## config.mk

```make
export PLATFORM = sky130hd
export DESIGN_NAME = gpme_report
export DESIGN_NICKNAME = d
export VERILOG_FILES = /design/src/sv/gpme_pkg.sv /design/src/sv/gpme_report.sv
export SDC_FILE = /design/constraint.sdc
export NUM_CORES = 1
export LEC_CHECK = 0
export ABC_CLOCK_PERIOD_IN_PS = 800
export BUFFER_PORTS_ARGS = -buffer_cell sky130_fd_sc_hd__clkbuf_2
export CELL_PAD_IN_SITES_DETAIL_PLACEMENT = 1
export CELL_PAD_IN_SITES_GLOBAL_PLACEMENT = 1
export CORE_AREA = 2 2 422 424
export CTS_CLUSTER_DIAMETER = 150
export DETAILED_ROUTE_END_ITERATION = 10
export DIE_AREA = 0 0 424 426
export PLACE_DENSITY = 0.39
export SLEW_MARGIN = 20
export SYNTH_ARGS = -nofsm -noshare
export SYNTH_HDL_FRONTEND = slang
export SYNTH_SLANG_ARGS = --single-unit
```

## constraint.sdc

```tcl
create_clock -name clk -period 0.8 [get_ports clk]
set_input_delay 0 -clock clk [delete_from_list [all_inputs] [get_ports clk]]
set_output_delay 0 -clock clk [all_outputs]
set_load 0.03 [all_outputs]
```

## src/sv/gpme_pkg.sv

```systemverilog
// Shared types and constants for the GF(2) parity matrix engine.
`default_nettype none

package gpme_pkg;

	typedef enum logic [2:0] {
		CMD_CLEAR  = 3'd0,
		CMD_IDENT  = 3'd1,
		CMD_SET    = 3'd2,
		CMD_XOR    = 3'd3,
		CMD_REMOVE = 3'd4,
		CMD_QUERY  = 3'd5
	} cmd_t;

	// configuration register indexes
	localparam logic REG_ROW_COUNT = 1'b0;
	localparam logic REG_INIT_COLS = 1'b1;

	localparam logic [4:0] ROW_COUNT_RST = 5'd16;
	localparam logic [6:0] INIT_COLS_RST = 7'd64;

	typedef struct packed {
		cmd_t       cmd;
		logic [3:0] row_index;
		logic [5:0] col_index;
		logic       bit_value;
		logic [3:0] control_row;
		logic [3:0] target_row;
	} item_t;

	typedef struct packed {
		logic [15:0] column_bits;
		logic [4:0]  column_ones;
		logic [3:0]  sole_row;
		logic        sole_found;
		logic        is_identity;
		logic [6:0]  cols_now;
		logic        index_error;
	} result_t;

	// what the update stage hands to the report stage
	typedef struct packed {
		logic       valid;
		logic [5:0] col;
		logic       err;
	} upd_t;

endpackage

`default_nettype wire

```

## src/sv/gpme_report.sv

```systemverilog
// Column report: bits, weight, sole row, identity flag, result register.
`default_nettype none

module gpme_report
	import gpme_pkg::*;
#(
	parameter int MAX_ROWS = 16,
	parameter int MAX_COLS = 64
) (
	input  wire logic                clk,
	input  wire logic                arst_n,
	input  wire upd_t                upd_s2,
	input  wire logic [MAX_COLS-1:0] matrix_q [MAX_ROWS],
	input  wire logic [6:0]          col_total_q,
	input  wire logic [4:0]          rows_used,
	output result_t                  result_q,
	output logic                     done_q
);

	localparam logic [MAX_COLS-1:0] ONE_W = MAX_COLS'(1);

	logic [MAX_COLS-1:0] col_oh;
	logic [MAX_ROWS-1:0] hits;
	logic [4:0]          ones;
	logic [3:0]          sole;
	logic                id_ok;
	logic [6:0]          n7;
	logic [6:0]          col7;
	logic                col_in;
	result_t             res_d;

	always_comb begin
		n7     = {2'b00, rows_used};
		col7   = {1'b0, upd_s2.col};
		col_in = (col7 < col_total_q);
		for (int c = 0; c < MAX_COLS; c++) begin
			col_oh[c] = (7'(c) == col7);
		end

		ones  = '0;
		sole  = '0;
		id_ok = (n7 == col_total_q);
		for (int r = 0; r < MAX_ROWS; r++) begin
			hits[r] = col_in && (7'(r) < n7) && (|(matrix_q[r] & col_oh));
			if (hits[r]) begin
				ones = ones + 5'd1;
				sole = 4'(r);
			end
			if ((7'(r) < n7) && (matrix_q[r] != (ONE_W << r))) begin
				id_ok = 1'b0;
			end
		end

		res_d.column_bits = 16'(hits);
		res_d.column_ones = ones;
		res_d.sole_found  = (ones == 5'd1);
		res_d.sole_row    = res_d.sole_found ? sole : 4'd0;
		res_d.is_identity = id_ok;
		res_d.cols_now    = col_total_q;
		res_d.index_error = upd_s2.err;
	end

	always_ff @(posedge clk or negedge arst_n) begin
		if (!arst_n) begin
			done_q <= 1'b0;
		end else begin
			done_q <= upd_s2.valid;
		end
	end

	always_ff @(posedge clk) begin
		if (upd_s2.valid) begin
			result_q <= res_d;
		end
	end

endmodule

`default_nettype wire

```

Word level (Yosys, flattened, before mapping)
Cells that the tools add are included.
- input port bits: 1046
- register bits: 36
- $add $sub $neg: 15
- $lt $le $gt $ge: 17
- mux-type cells: 31
- reduce and logical (&&, ||, !) cells: 66
- bitwise gates (word level): 16
- equality and inequality tests: 81
- operators by type and width (operator ; number):
    $and A64 B64 Y64 ; 16
    $reduce_or A64 Y1 ; 16
    $eq A6 B6 Y1 const A ; 32
    $eq A5 B6 Y1 const A ; 16
    $add A5 B1 Y5 const B ; 15
    $mux W5 ; 15
    $ne A64 B1 Y1 const B ; 1
    $ne A64 B10 Y1 const B ; 1
    $ne A64 B11 Y1 const B ; 1
    $ne A64 B12 Y1 const B ; 1
    $ne A64 B13 Y1 const B ; 1
    $ne A64 B14 Y1 const B ; 1
    $ne A64 B15 Y1 const B ; 1
    $ne A64 B16 Y1 const B ; 1
    $ne A64 B2 Y1 const B ; 1
    $ne A64 B3 Y1 const B ; 1
    $ne A64 B4 Y1 const B ; 1
    $ne A64 B5 Y1 const B ; 1
    $ne A64 B6 Y1 const B ; 1
    $ne A64 B7 Y1 const B ; 1
    $ne A64 B8 Y1 const B ; 1
    $ne A64 B9 Y1 const B ; 1
    $mux W4 ; 14
    $eq A4 B6 Y1 const A ; 8
    14 further kinds ; 78

Depth between registers and ports, before layout
- word-level depth: 36
- gate-level depth with buffers: 64
- mapped depth without buffers: 61

Worst setup path before layout
No wires, ideal clock.
- kind: input-to-reg
- from: input port upd_s2[3] (netlist name)
- to: register result_q[12] (netlist name), data pin
- library setup time: 0.273 ns
- path buffers: 1
- arrival time: 9.919 ns
- stages on the path: 61
- slack: -9.391 ns
- cell sequence: buf_4 -> or4_1 -> nor2_1 -> a22oi_1 -> nand2_1 -> nor4_1 -> a31o_1 -> nand2b_1 -> ha_1 -> xnor2_4 -> inv_1 -> ha_1 -> nand2b_1 -> o21ai_0 -> inv_1 -> ha_1 -> nand4_1 -> o21ai_0 -> [25 not listed] -> ha_1 -> nor2_1 -> a21oi_1 -> ha_1 -> nand2_1 -> o31ai_1 -> a21oi_1 -> inv_1 -> ha_1 -> nor2_1 -> a21oi_1 -> ha_1 -> nand2_1 -> nor2_1 -> a22oi_1 -> mux2i_1 -> xnor2_2 -> a311oi_1
- cells in the longest elaborated chain, start to end: 36
- RTL lines (what ; line ; RTL):
    start: declaration ; gpme_report.sv:12 ; input wire upd_t upd_s2,
    $eq A1 B6 Y1, or another cell as far along ; gpme_report.sv:37 ; col_oh[c] = (7'(c) == col7);
    $and A64 B64 Y64 ; gpme_report.sv:44 ; hits[r] = col_in && (7'(r) < n7) && (|(matrix_q[r] & col_oh));
    $reduce_or A64 Y1 ; gpme_report.sv:44 ;
    $logic_and A1 B1 Y1 ; gpme_report.sv:44 ;
    $mux W1 ; gpme_report.sv:45 ; if (hits[r]) begin
    $add A5 B1 Y5 ; gpme_report.sv:46 ; ones = ones + 5'd1;
    $mux W5 ; gpme_report.sv:45 ;
    $add A5 B1 Y5 ; gpme_report.sv:46 ;
    [21 not listed] ; n/a ;
    $add A5 B1 Y5 ; gpme_report.sv:46 ;
    $mux W5 ; gpme_report.sv:45 ;
    $add A5 B1 Y5 ; gpme_report.sv:46 ;
    $mux W5 ; gpme_report.sv:45 ;
    $add A5 B1 Y5 ; gpme_report.sv:46 ;
    $mux W5 * ; gpme_report.sv:45 ;
    named net ones[4] ; gpme_report.sv:24 ; logic [4:0] ones;
    $eq A5 B1 Y1 * ; gpme_report.sv:56 ; res_d.sole_found = (ones == 5'd1);
    end signal: assignment ; gpme_report.sv:73 ; result_q <= res_d;
    end: declaration ; gpme_report.sv:16 ; output result_t result_q,
Mark *: on every way through the listed nets, which the timed path passes. The rest lies on a longest branch.
A chain may end at the register's enable or synchronous reset.

Worst setup path in the final report
- from: input port upd_s2[5] (netlist name)
- to: register result_q[12] (netlist name), data pin
The elaborated chain is that of the path after synthesis.

==> reports/metrics.csv <==
metric;value;unit
critPathLaunch;upd_s2[5];
cp-end-kind;flip-flop;
synth_area_leaders;nor4_1 (13%), nand3_1 (11%), a22oi_1 (10%);
synthArstFlopShare;0.0278;
grt_pass1_vias;31000;
violations;negative setup slack;
synth_top_area_frac;0.134;
p_leak;15.8;nW
start_util;0.0779;
period_share;12.3;
worstPathRequired;0.91;ns
core-area;176000;um2
hp-class;input pin to asynchronous set/reset pin;
synth_cells;1972;
numClockSinks;36;
final_cell_mix;clkbuf_2 (1027), buf_4 (987), nand3_1 (276);
status;finished with violations;
die_y;426;um
drc_errors;0;
cp-start-kind;input pin;
finalMaxSlewViolations;0;
cts-htree-levels;2;
synth_flop_cell;edfxtp_1;
synth-edff-count;35;
cts_buffers;5;
gp_congestion;1.00;
cp_slowest_cell;a2111o_1;
clock_path_buffers;2;
yosysTopAreaCell;nor4_1;
crit_buf_inv;40;
hold_viol_final;0;
slew_headroom;0.542;
ios;1082;
place_inst;6257;
worstSetupPathType;input pin to flip-flop;
syn_nets;3037;
via_count;30200;
rsz0062_at_grt;true;
stdcell_count;6464;
layout_setup_ws;-9.06;ns
die_width;424;um
io_buffers;1081;
critPathCapture;result_q[12];
synth_warnings;0;
nNetsFinal;5136;
maxCapViolations;0;
cp_common_cell;buf_4;
cts_tree;done;
yosysSeqAreaShare;0.0786;
core.rowCount;154;
drtAntennaViolNets;0;
grt_pass1_wl;317000;um
cp_top_family;buffers and inverters;
grtUsageTotal;0.265;
synth_cell_types;94;
dieArea;181000;um2
cts_root_buf;clkbuf_16;
crit_fanout;14;
first_pass_iters;6;
syn_area;13700;um2
wl;252000;um
drive_gt1_frac;0.642;
fillers;21300;
tightest_slew;0.684;ns
path_depth;68;
finalHoldWorstSlack;0.0189;ns
grt_max_degree;45;
max_freq;0.101;GHz
power.density;1570;nW/um2
post-dp-hpwl;219000;um
layout_commonest_cell;clkbuf_2;
wl_per_cell;39.0;um
area_delta_synth_final;150;%
ir_drop;1.91;mV
max_stage_delay;0.36;ns
avgSynthCellArea;6.94;um2
setup_viol;63;
grt_overflow;0;
clk_pin_slew_worst_paths;0.06;ns
drtIter0Drc;2905;
crit_arrival;9.98;ns
total_power;53.9;mW
min_period;9.86;ns
ys_ff_latch;36;
via_per_inst;4.68;
antenna_found_initial;151;
-- state kept, by name, indices dropped and copies added (netlist names) --
signal    cells
done_q        1
result_q     35
-- timing repair --
| item | CTS | global route |
|---|---|---|
| gates cloned | 4 | 0 |
| buffers inserted | 103 | 48 |
| pin swaps | 79 | 117 |
| hold buffers | 3 | 0 |
| gates resized for setup | 399 | 200 |
| setup endpoints to repair | 63 | 63 |
| hold endpoints to repair | 4 | 0 |
-- where the power goes --
group          internal, mW  leakage (nW)  total, mW  switching, mW
sequential             2.92         0.350       3.11          0.188
combinational          25.2          15.4       48.6           23.4
clock                  1.45        0.0792       2.21          0.760
total                  29.6          15.8       53.9           24.3
-- area by class of cell --
cell class | count | area (um2) | area share
flip-flops and latches | 36 | 1080 | 0.0314
repair buffers | 2228 | 15700 | 0.458
multi-input cells | 1756 | 14100 | 0.411
diodes | 52 | 130 | 0.00380
clock inverters | 3 | 37.5 | 0.00109
well taps | 2340 | 2930 | 0.0854
clock buffers | 5 | 125 | 0.00365
inverters | 44 | 199 | 0.00580
-- worst min path at each step --
| stage | startpoint | end | depth (start not counted) |
|---|---|---|---|
| final | arst_n | done_q | 2 |
| after global routing | arst_n | done_q | 2 |
| after CTS | arst_n | done_q | 2 |
| after detailed placement | arst_n | done_q | 1 |
| after global placement | arst_n | done_q | 1 |
| after floorplan | arst_n | done_q | 0 |
-- cell usage after synthesis (12+ instances only) --
library cell  count
nand3_1         304
nor4_1          294
a22oi_1         186
nand4_1         182
and3_1          145
nand2_1          96
nor2_1           71
clkbuf_1         53
buf_2            50
a2111oi_0        43
inv_1            39
edfxtp_1         35
a22o_1           31
a21oi_1          27
nor3_1           26
xnor2_1          25
mux2i_1          24
ha_1             19
o21ai_0          19
a221o_1          17
buf_4            17
nor4b_1          17
mux2_2           16
and2_1           13
nor3_2           13
nand2b_1         12
-- stage by stage --
| stage | TNS (ns) | area [um2] | worst slack, ns | util |
|---|---|---|---|---|
| finish | -120.09 | 34300 | -9.06 | 0.195 |
| global route | -126.09 | 34200 | -9.52 | 0.195 |
| CTS | -122.57 | 33000 | -8.99 | 0.188 |
| detailed placement | -137.84 | 30000 | -10.0 | 0.171 |
| global placement | -137.94 | 30000 | -10.00 | 0.171 |
| floorplan | -100.39 | 14400 | -8.57 | - |
-- metal layers --
layer / vias up / global-route usage / routed length (um)
li1: 12600 / - / -
met1: 15300 / 0.309 / 97200
met2: 1741 / 0.461 / 123000
met3: 557 / 0.0504 / 17200
met4: 66 / 0.130 / 14000
met5: - / 0 / 426
-- kinds of logic (layout without fill, tap and decap cells) --
family / after synthesis / count (layout) / synth area share
buffers and inverters: 180 / 2280 / 0.0650
xor gates and xnor gates: 51 / 51 / 0.0504
muxes: 41 / 41 / 0.0323
adders and majority gates: 19 / 19 / 0.0174
AOI/OAI and AO/OA: 395 / 395 / 0.224
and+or+nand+nor: 1250 / 1250 / 0.533
other: 0 / 52 / 0
DFF: 36 / 36 / 0.0786
Note: power is estimated with default switching activity, not from simulation.
